## config.mk

```make
export PLATFORM = sky130hd
export DESIGN_NAME = arith_expr_tokenizer
export DESIGN_NICKNAME = d
export VERILOG_FILES = /design/src/rtl/aet_pkg.sv /design/src/rtl/arith_expr_tokenizer.sv /design/src/rtl/aet_front.sv /design/src/rtl/aet_queue.sv /design/src/rtl/aet_back.sv
export SDC_FILE = /design/constraint.sdc
export NUM_CORES = 1
export LEC_CHECK = 0
export ABC_AREA = 1
export BUFFER_PORTS_ARGS = -buffer_cell sky130_fd_sc_hd__buf_4
export CORE_ASPECT_RATIO = 0.8
export CORE_MARGIN = 2
export CORE_UTILIZATION = 65
export CTS_BUF_LIST = sky130_fd_sc_hd__clkbuf_16
export DETAILED_ROUTE_END_ITERATION = 10
export GPL_TIMING_DRIVEN = 1
export PLACE_DENSITY = 0.82
export SLEW_MARGIN = 15
export SYNTH_ARGS = -nofsm -noshare
export SYNTH_HDL_FRONTEND = slang
export SYNTH_HIERARCHICAL = 1
export SYNTH_SLANG_ARGS = --single-unit
```

## constraint.sdc

```tcl
create_clock -name clk -period 32.7 [get_ports clk]
set_input_delay 4.905 -clock clk [delete_from_list [all_inputs] [get_ports clk]]
set_output_delay 4.905 -clock clk [all_outputs]
set_load 0.02 [all_outputs]
```

## src/rtl/aet_pkg.sv

```systemverilog
package aet_pkg;

  localparam int LINE_BITS   = 16;
  localparam int COLUMN_BITS = 16;
  localparam int FIELD_BITS  = 16;
  localparam int MAX_TOKENS  = 3;
  localparam int COUNT_BITS  = $clog2(MAX_TOKENS + 1);
  localparam int QUEUE_DEPTH = 4;
  localparam int QPTR_BITS   = $clog2(QUEUE_DEPTH);
  localparam int QCNT_BITS   = $clog2(QUEUE_DEPTH + 1);

  localparam logic [LINE_BITS-1:0]   LINE_MAX = {LINE_BITS{1'b1}};
  localparam logic [COLUMN_BITS-1:0] COL_MAX  = {COLUMN_BITS{1'b1}};

  localparam logic [7:0] CH_SPACE  = 8'h20;
  localparam logic [7:0] CH_NL     = 8'h0A;
  localparam logic [7:0] CH_DOT    = 8'h2E;
  localparam logic [7:0] CH_PLUS   = 8'h2B;
  localparam logic [7:0] CH_MINUS  = 8'h2D;
  localparam logic [7:0] CH_STAR   = 8'h2A;
  localparam logic [7:0] CH_SLASH  = 8'h2F;
  localparam logic [7:0] CH_LPAREN = 8'h28;
  localparam logic [7:0] CH_RPAREN = 8'h29;
  localparam logic [7:0] CH_ZERO   = 8'h30;
  localparam logic [7:0] CH_NINE   = 8'h39;

  typedef enum logic [1:0] {
    MODE_IDLE  = 2'd0,
    MODE_INT   = 2'd1,
    MODE_FLOAT = 2'd2,
    MODE_ERR   = 2'd3
  } mode_t;

  typedef enum logic [3:0] {
    KIND_PLUS   = 4'd0,
    KIND_MINUS  = 4'd1,
    KIND_MUL    = 4'd2,
    KIND_DIV    = 4'd3,
    KIND_LPAREN = 4'd4,
    KIND_RPAREN = 4'd5,
    KIND_INT    = 4'd6,
    KIND_FLOAT  = 4'd7,
    KIND_EOL    = 4'd8,
    KIND_EOF    = 4'd9,
    KIND_ERR    = 4'd10
  } kind_t;

  typedef struct packed {
    kind_t                 kind;
    logic [FIELD_BITS-1:0] line;
    logic [FIELD_BITS-1:0] first_col;
    logic [FIELD_BITS-1:0] final_col;
  } token_t;

  // all tokens caused by one text byte
  typedef struct packed {
    token_t [MAX_TOKENS-1:0] tok;
    logic [COUNT_BITS-1:0]   count;
  } bundle_t;

  typedef struct packed {
    logic    push;
    bundle_t data;
  } qwr_t;

endpackage

```

## src/rtl/arith_expr_tokenizer.sv

```systemverilog
// Streaming lexer for arithmetic expressions.
// Input side is a queue write port: drive in_char_byte and in_end_of_text
// with in_push; a byte transfers on a clock edge with in_push high and
// in_full low. Mark the last byte of a text with in_end_of_text.
// Result side is a queue read port: while out_empty is low the oldest token
// (kind, line, first and final column) is on the out_ ports; it transfers on
// an edge with out_pop high. out_run_end marks the last token of one byte.
// A byte gives zero to three tokens, queued as it transfers and shown after
// older tokens. One byte is taken per cycle while in_full is low; tokens
// leave at one per cycle, so bytes that give several tokens, or a stalled
// reader, fill the four-entry queue (one entry per byte that gives tokens,
// up to three tokens each) between the classifier and the output
// serializer, and in_full then holds the input side.
// Synchronous reset (rst_n low) empties the queue and restores line 1,
// column 1 with no token pending. End of text also restores this state.
module arith_expr_tokenizer (
  input  logic        clk,
  input  logic        rst_n,
  input  logic        in_push,
  output logic        in_full,
  input  logic [7:0]  in_char_byte,
  input  logic        in_end_of_text,
  input  logic        out_pop,
  output logic        out_empty,
  output logic [3:0]  out_token_kind,
  output logic [15:0] out_token_line,
  output logic [15:0] out_first_column,
  output logic [15:0] out_final_column,
  output logic        out_run_end
);

  aet_pkg::qwr_t    qwr;
  aet_pkg::bundle_t head;
  logic             q_empty;
  logic             q_pop;

  aet_front u_front (
    .clk         (clk),
    .rst_n       (rst_n),
    .accept      (in_push && !in_full),
    .char_byte   (in_char_byte),
    .end_of_text (in_end_of_text),
    .qwr         (qwr)
  );

  aet_queue u_queue (
    .clk   (clk),
    .rst_n (rst_n),
    .qwr   (qwr),
    .pop   (q_pop),
    .full  (in_full),
    .empty (q_empty),
    .head  (head)
  );

  aet_back u_back (
    .clk              (clk),
    .rst_n            (rst_n),
    .head             (head),
    .q_empty          (q_empty),
    .q_pop            (q_pop),
    .out_pop          (out_pop),
    .out_empty        (out_empty),
    .out_token_kind   (out_token_kind),
    .out_token_line   (out_token_line),
    .out_first_column (out_first_column),
    .out_final_column (out_final_column),
    .out_run_end      (out_run_end)
  );

endmodule

```

## src/rtl/aet_front.sv

```systemverilog
module aet_front (
  input  logic                 clk,
  input  logic                 rst_n,
  input  logic                 accept,
  input  logic [7:0]           char_byte,
  input  logic                 end_of_text,
  output aet_pkg::qwr_t        qwr
);

  aet_pkg::mode_t                   mode_r, mode_nxt;
  logic [aet_pkg::LINE_BITS-1:0]    line_r, line_nxt;
  logic [aet_pkg::COLUMN_BITS-1:0]  col_r, col_nxt;
  logic [aet_pkg::COLUMN_BITS-1:0]  start_r, start_nxt;
  logic                             pin_r, pin_nxt;

  aet_pkg::mode_t                   w_mode;
  logic [aet_pkg::LINE_BITS-1:0]    w_line;
  logic [aet_pkg::COLUMN_BITS-1:0]  w_col;
  logic [aet_pkg::COLUMN_BITS-1:0]  w_start;
  logic                             w_pin;
  aet_pkg::token_t [aet_pkg::MAX_TOKENS-1:0] w_tok;
  logic [aet_pkg::COUNT_BITS-1:0]   w_cnt;

  function automatic aet_pkg::token_t mk_tok(aet_pkg::kind_t kind,
                                             logic [aet_pkg::LINE_BITS-1:0] ln,
                                             logic [aet_pkg::COLUMN_BITS-1:0] fc,
                                             logic [aet_pkg::COLUMN_BITS-1:0] lc);
    aet_pkg::token_t t;
    t.kind      = kind;
    t.line      = aet_pkg::FIELD_BITS'(ln);
    t.first_col = aet_pkg::FIELD_BITS'(fc);
    t.final_col = aet_pkg::FIELD_BITS'(lc);
    return t;
  endfunction

  function automatic logic [aet_pkg::COLUMN_BITS-1:0] last_col(
      logic [aet_pkg::COLUMN_BITS-1:0] cc, logic pin);
    logic [aet_pkg::COLUMN_BITS-1:0] r;
    if (pin) begin
      r = aet_pkg::COL_MAX;
    end else if (cc > aet_pkg::COLUMN_BITS'(1)) begin
      r = cc - aet_pkg::COLUMN_BITS'(1);
    end else begin
      r = aet_pkg::COLUMN_BITS'(1);
    end
    return r;
  endfunction

  function automatic aet_pkg::kind_t pend_kind(aet_pkg::mode_t m);
    aet_pkg::kind_t k;
    case (m)
      aet_pkg::MODE_INT:   k = aet_pkg::KIND_INT;
      aet_pkg::MODE_FLOAT: k = aet_pkg::KIND_FLOAT;
      default:             k = aet_pkg::KIND_ERR;
    endcase
    return k;
  endfunction

  function automatic aet_pkg::kind_t op_kind(logic [7:0] c);
    aet_pkg::kind_t k;
    case (c)
      aet_pkg::CH_PLUS:   k = aet_pkg::KIND_PLUS;
      aet_pkg::CH_MINUS:  k = aet_pkg::KIND_MINUS;
      aet_pkg::CH_STAR:   k = aet_pkg::KIND_MUL;
      aet_pkg::CH_SLASH:  k = aet_pkg::KIND_DIV;
      aet_pkg::CH_LPAREN: k = aet_pkg::KIND_LPAREN;
      aet_pkg::CH_RPAREN: k = aet_pkg::KIND_RPAREN;
      default:            k = aet_pkg::KIND_ERR;
    endcase
    return k;
  endfunction

  // walk one byte: pending flush, idle classify, end-of-text flush
  always_comb begin
    logic digit;
    logic taken;
    logic at_max;
    digit   = char_byte inside {[aet_pkg::CH_ZERO:aet_pkg::CH_NINE]};
    taken   = 1'b0;
    w_mode  = mode_r;
    w_line  = line_r;
    w_col   = col_r;
    w_start = start_r;
    w_pin   = pin_r;
    w_tok   = '0;
    w_cnt   = '0;

    case (w_mode)
      aet_pkg::MODE_INT: begin
        if (digit || char_byte == aet_pkg::CH_DOT) begin
          if (!digit) begin
            w_mode = aet_pkg::MODE_FLOAT;
          end
          taken = 1'b1;
        end else begin
          w_tok[w_cnt] = mk_tok(aet_pkg::KIND_INT, w_line, w_start, last_col(w_col, w_pin));
          w_cnt  = w_cnt + aet_pkg::COUNT_BITS'(1);
          w_mode = aet_pkg::MODE_IDLE;
        end
      end
      aet_pkg::MODE_FLOAT: begin
        if (digit) begin
          taken = 1'b1;
        end else begin
          w_tok[w_cnt] = mk_tok(aet_pkg::KIND_FLOAT, w_line, w_start,
                                last_col(w_col, w_pin));
          w_cnt  = w_cnt + aet_pkg::COUNT_BITS'(1);
          w_mode = aet_pkg::MODE_IDLE;
        end
      end
      aet_pkg::MODE_ERR: begin
        taken = 1'b1;
      end
      default: begin
      end
    endcase

    if (!taken) begin
      case (char_byte)
        aet_pkg::CH_SPACE: begin
        end
        aet_pkg::CH_NL: begin
          w_tok[w_cnt] = mk_tok(aet_pkg::KIND_EOL, w_line, w_col, w_col);
          w_cnt = w_cnt + aet_pkg::COUNT_BITS'(1);
        end
        aet_pkg::CH_PLUS, aet_pkg::CH_MINUS, aet_pkg::CH_STAR,
        aet_pkg::CH_SLASH, aet_pkg::CH_LPAREN, aet_pkg::CH_RPAREN: begin
          w_tok[w_cnt] = mk_tok(op_kind(char_byte), w_line, w_col, w_col);
          w_cnt = w_cnt + aet_pkg::COUNT_BITS'(1);
        end
        default: begin
          w_start = w_col;
          w_mode  = digit ? aet_pkg::MODE_INT : aet_pkg::MODE_ERR;
        end
      endcase
    end

    // column advance for every byte but a newline seen outside a token
    if (!taken && char_byte == aet_pkg::CH_NL) begin
      if (w_line != aet_pkg::LINE_MAX) begin
        w_line = w_line + aet_pkg::LINE_BITS'(1);
      end
      w_col = aet_pkg::COLUMN_BITS'(1);
      w_pin = 1'b0;
    end else begin
      at_max = (w_col == aet_pkg::COL_MAX);
      w_pin  = w_pin | at_max;
      if (!at_max) begin
        w_col = w_col + aet_pkg::COLUMN_BITS'(1);
      end
    end

    if (end_of_text) begin
      if (w_mode != aet_pkg::MODE_IDLE) begin
        w_tok[w_cnt] = mk_tok(pend_kind(w_mode), w_line, w_start, last_col(w_col, w_pin));
        w_cnt = w_cnt + aet_pkg::COUNT_BITS'(1);
      end
      w_tok[w_cnt] = mk_tok(aet_pkg::KIND_EOF, w_line, w_col, w_col);
      w_cnt   = w_cnt + aet_pkg::COUNT_BITS'(1);
      w_mode  = aet_pkg::MODE_IDLE;
      w_line  = aet_pkg::LINE_BITS'(1);
      w_col   = aet_pkg::COLUMN_BITS'(1);
      w_start = '0;
      w_pin   = 1'b0;
    end
  end

  // next state: hold unless a byte transfers
  always_comb begin
    mode_nxt  = mode_r;
    line_nxt  = line_r;
    col_nxt   = col_r;
    start_nxt = start_r;
    pin_nxt   = pin_r;
    if (accept) begin
      mode_nxt  = w_mode;
      line_nxt  = w_line;
      col_nxt   = w_col;
      start_nxt = w_start;
      pin_nxt   = w_pin;
    end
  end

  // outputs: drop bytes that give no token
  always_comb begin
    qwr.push       = accept && (w_cnt != '0);
    qwr.data.tok   = w_tok;
    qwr.data.count = w_cnt;
  end

  always_ff @(posedge clk) begin
    if (!rst_n) begin
      mode_r  <= aet_pkg::MODE_IDLE;
      line_r  <= aet_pkg::LINE_BITS'(1);
      col_r   <= aet_pkg::COLUMN_BITS'(1);
      start_r <= '0;
      pin_r   <= 1'b0;
    end else begin
      mode_r  <= mode_nxt;
      line_r  <= line_nxt;
      col_r   <= col_nxt;
      start_r <= start_nxt;
      pin_r   <= pin_nxt;
    end
  end

endmodule

```

## src/rtl/aet_queue.sv

```systemverilog
module aet_queue (
  input  logic             clk,
  input  logic             rst_n,
  input  aet_pkg::qwr_t    qwr,
  input  logic             pop,
  output logic             full,
  output logic             empty,
  output aet_pkg::bundle_t head
);

  aet_pkg::bundle_t                slot_r [aet_pkg::QUEUE_DEPTH];
  logic [aet_pkg::QPTR_BITS-1:0]   wptr_r, wptr_nxt;
  logic [aet_pkg::QPTR_BITS-1:0]   rptr_r, rptr_nxt;
  logic [aet_pkg::QCNT_BITS-1:0]   cnt_r, cnt_nxt;
  logic                            do_push, do_pop;

  assign full    = (cnt_r == aet_pkg::QCNT_BITS'(aet_pkg::QUEUE_DEPTH));
  assign empty   = (cnt_r == '0);
  assign head    = slot_r[rptr_r];
  assign do_push = qwr.push && !full;
  assign do_pop  = pop && !empty;

  always_comb begin
    wptr_nxt = wptr_r;
    rptr_nxt = rptr_r;
    cnt_nxt  = cnt_r;
    if (do_push) begin
      wptr_nxt = (wptr_r == aet_pkg::QPTR_BITS'(aet_pkg::QUEUE_DEPTH - 1)) ?
                 '0 : wptr_r + aet_pkg::QPTR_BITS'(1);
    end
    if (do_pop) begin
      rptr_nxt = (rptr_r == aet_pkg::QPTR_BITS'(aet_pkg::QUEUE_DEPTH - 1)) ?
                 '0 : rptr_r + aet_pkg::QPTR_BITS'(1);
    end
    if (do_push && !do_pop) begin
      cnt_nxt = cnt_r + aet_pkg::QCNT_BITS'(1);
    end else if (do_pop && !do_push) begin
      cnt_nxt = cnt_r - aet_pkg::QCNT_BITS'(1);
    end
  end

  always_ff @(posedge clk) begin
    if (do_push) begin
      slot_r[wptr_r] <= qwr.data;
    end
  end

  always_ff @(posedge clk) begin
    if (!rst_n) begin
      wptr_r <= '0;
      rptr_r <= '0;
      cnt_r  <= '0;
    end else begin
      wptr_r <= wptr_nxt;
      rptr_r <= rptr_nxt;
      cnt_r  <= cnt_nxt;
    end
  end

endmodule

```

## src/rtl/aet_back.sv

```systemverilog
module aet_back (
  input  logic                         clk,
  input  logic                         rst_n,
  input  aet_pkg::bundle_t             head,
  input  logic                         q_empty,
  output logic                         q_pop,
  input  logic                         out_pop,
  output logic                         out_empty,
  output logic [3:0]                   out_token_kind,
  output logic [aet_pkg::FIELD_BITS-1:0] out_token_line,
  output logic [aet_pkg::FIELD_BITS-1:0] out_first_column,
  output logic [aet_pkg::FIELD_BITS-1:0] out_final_column,
  output logic                         out_run_end
);

  logic [aet_pkg::COUNT_BITS-1:0] idx_r, idx_nxt;
  aet_pkg::token_t                cur;
  logic                           last;

  assign cur       = head.tok[idx_r];
  assign last      = (idx_r == head.count - aet_pkg::COUNT_BITS'(1));
  assign out_empty = q_empty;

  assign out_token_kind   = cur.kind;
  assign out_token_line   = cur.line;
  assign out_first_column = cur.first_col;
  assign out_final_column = cur.final_col;
  assign out_run_end      = last;

  // release the bundle after its last token transfers
  always_comb begin
    q_pop   = 1'b0;
    idx_nxt = idx_r;
    if (out_pop && !q_empty) begin
      if (last) begin
        q_pop   = 1'b1;
        idx_nxt = '0;
      end else begin
        idx_nxt = idx_r + aet_pkg::COUNT_BITS'(1);
      end
    end
  end

  always_ff @(posedge clk) begin
    if (!rst_n) begin
      idx_r <= '0;
    end else begin
      idx_r <= idx_nxt;
    end
  end

endmodule

```

==> impl_metrics.ini <==
[worst_setup_path]
critPathMaxStageDelay_ns = 0.83
worstPathMaxFanout = 56
crit_path_end_kind = flip-flop
critPathTopFamily = simple AND/OR/NAND/NOR gates
worst_setup_path_start_kind = input port
crit_type = input port to flip-flop
cpMaxStageDelayCell = buf_4
cp.required_ns = 32.93
critPathArrivalTime_ns = 11.51
cp.depth = 25
path_common_cell = inv_1
rr_worst_depth = 22
cp.buffers_inverters = 8

[status]
status = finished, final reports clean

[sta]
max_slew_margin_pct = 13.2
worst_pin_slew_ns = 1.30
tns_ns = 0
drv_slew = 0
setup_viol_count_final = 0
grt_setup_unrepaired = false
hold_viol = 0
finClkSkew_ns = 0.0234
timing.fmax_mhz = 88.6
min_period_over_period_pct = 34.5
fin_crit_ns = 11.28

[layout]
drive_above_1_share_pct = 12.0
diodes = 0
final_util_pct = 70.8
fin_nets = 3263
syn_to_final_growth_pct = 8.00

[synth]
ys.flop_type = edfxtp_1
syn_area_um2 = 33400
ys_seq_elements = 694
synth_top_family_by_area = compound AO/OA/AOI/OAI gates
synth-compound-area-share_pct = 16.2
synth_fa_ha_area_share_pct = 0.997
netlist_instances = 3267
synthSimpleGateAreaFrac_pct = 15.4
synthArstFlopShare_pct = 0
synth_xor_xnor_area_share_pct = 0.941
synth_mux_area_share_pct = 0
synth_enable_flop_cells = 632
ys_types = 59
yosys_warnings = 6
syn-num-nets = 3306
syn_avg_cell_area_um2 = 10.2
ys_seq_area_share_pct = 60.6

[grt]
grt_max_degree = 155
grt_usage_pct = 35.3
grt_pass1_vias = 24800
overflow = 0
grt_pass1_wl_mm = 143
antenna_found_initial = 2

[clock_network]
cts_buffer_depth = 3
clk_latency_ns = 0.62
cts_buffers = 68
cts_hold_buf = 0
cts_setup_buffers = 0
cts.sinks = 694
cts_tree = yes
clk_pin_slew_ns = 0.06
cts_root_buf = clkbuf_16
cts.htree.levels = 3
ctsResizeCount = 0

[die]
pin_count = 68
die_area_um2 = 53200
num_rows = 74
die_h_um = 207
die_w_um = 257
core_um2 = 50900
start_util_pct = 65.6

[pwr]
power_density_nw_per_um2 = 64.6
leakagePower_nw = 13.1
irDropWorstVdd_mv = 0.0465

[placed_design]
dp_hpwl_mm = 58.3
numPortBuffers = 67
gp_congestion = 1.01

[route]
ant_nets = 0
drc_errors = 0
routedWlPerCell_um = 24.0
via_per_inst = 6.61
dr.pass1.iters = 6
drt_iter0_drc = 4408
drt_wl_total_mm = 95.0
via_count = 26200

[worst_hold_path]
hold_path_class = flip-flop to flip-flop
hold_depth = 2

[job]
maxCapViolCount = 0
==> power by group <==
group | internal [mW] | switching [mW]
Sequential | 1.03 | 0.0194
Combinational | 0.140 | 0.352
Clock | 0.457 | 0.333
Total | 1.62 | 0.704
==> state kept, by name, indices dropped and copies added, names as in the netlist, named ones only <==
| signal | cells |
|---|---|
| u_queue/slot_r | 632 |
| u_front/col_r | 16 |
| u_front/line_r | 16 |
| u_front/start_r | 16 |
| u_queue/cnt_r | 3 |
| u_back/idx_r | 2 |
| u_front/mode_r | 2 |
| u_queue/rptr_r | 2 |
| u_queue/wptr_r | 2 |
| u_front/pin_r | 1 |
==> final timing paths <==
kind                       startpoint                     to  slack [ns]
setup / recovery      in_char_byte[6]  u_queue/slot_r[0][67]       21.42
hold / removal    u_front/start_r[12]    u_front/start_r[12]        0.49
setup reg to reg    u_front/mode_r[1]  u_queue/slot_r[0][67]       25.35
hold reg to reg   u_front/start_r[12]    u_front/start_r[12]        0.49
==> cell usage in the layout, fill, tap and decap left out, types with 11 or more instances in the layout <==
cell type	Yosys	final
o21ai_1	105	105
nor2_2	10	11
buf_4	15	105
o22ai_1	184	184
ha_1	25	25
inv_1	150	161
a21oi_1	117	117
clkinv_1	5	19
o21a_1	16	16
nor2_1	477	472
dfxtp_1	62	58
nand2_2	14	14
nand2_1	475	475
xor2_1	32	32
nor3_1	22	22
o221ai_1	11	11
clkbuf_16	0	72
o21ai_0	394	394
edfxtp_1	632	632
nand3_2	52	52
o21ai_2	54	54
nand3_1	79	79
inv_2	22	21
nand4_1	17	17
==> per-stage QoR <==
stage / hold WS, ns / cell area [um^2] / instances / worst slack (ns) / power [mW]
global placement: 0.468 / 33800 / 3838 / 21.25 / 1.53
finish: 0.485 / 36100 / 3962 / 21.42 / 2.33
global route: 0.505 / 36100 / 3962 / 21.10 / 2.40
floorplan: 0.458 / 33400 / 3267 / 17.62 / 1.40
detailed placement: 0.476 / 33800 / 3838 / 21.03 / 1.54
CTS: 0.485 / 36100 / 3962 / 21.65 / 2.32
==> cell type report <==
type / instances / area, um^2
clock inverters: 52 / 459
multi-input cells: 2175 / 11200
flip-flops and latches: 694 / 20200
clock buffers: 72 / 1800
well taps: 684 / 856
repair buffers: 106 / 808
inverters: 179 / 684
fillers: 3522 / 14900
==> Yosys cell counts (all sizes together) (18+ instances only) <==
master | instances | area [um^2]
dfxtp | 62 | 1240
buf | 133 | 978
nand2 | 495 | 1950
o21ai | 553 | 2970
edfxtp | 632 | 19000
ha | 25 | 313
clkbuf | 86 | 324
inv | 174 | 661
nor3 | 30 | 190
a21oi | 121 | 636
o22ai | 184 | 1150
xor2 | 33 | 297
nor2 | 491 | 1910
nand3 | 131 | 916
nand4 | 18 | 128
==> routing by layer <==
layer  routed length (um)  part of all wire, %  vias to the layer above  global-route usage (%)
li1                     -                    -                    11500                       -
met1                37400                   39                    12600                    50.8
met2                42200                   44                     1923                    54.0
met3                12500                   13                      236                    7.66
met4                 2850                  3.0                        0                    12.3
met5                    0                    0                        -                       0
==> worst reg2reg max path, delay by kind of cell (launching register included) <==
family / cells / cell delay (ns)
AO/OA/AOI/OAI: 3 / 0.84
flip-flops: 1 / 0.42
adder cells (fa/ha/maj): 4 / 1.19
AND/OR/NAND/NOR: 7 / 2.22
buffers and inverters: 8 / 2.27
==> cell families (layout without fill, tap and decap cells) <==
logic type | count (synthesis) | count (layout)
AND/OR/NAND/NOR | 1171 | 1171
AO/OA/AOI/OAI | 943 | 943
flip-flops | 694 | 694
buffers and inverters | 398 | 409
XOR/XNOR | 35 | 35
adder cells (fa/ha/maj) | 26 | 26
No activity file was read; power rests on OpenSTA's default activity.
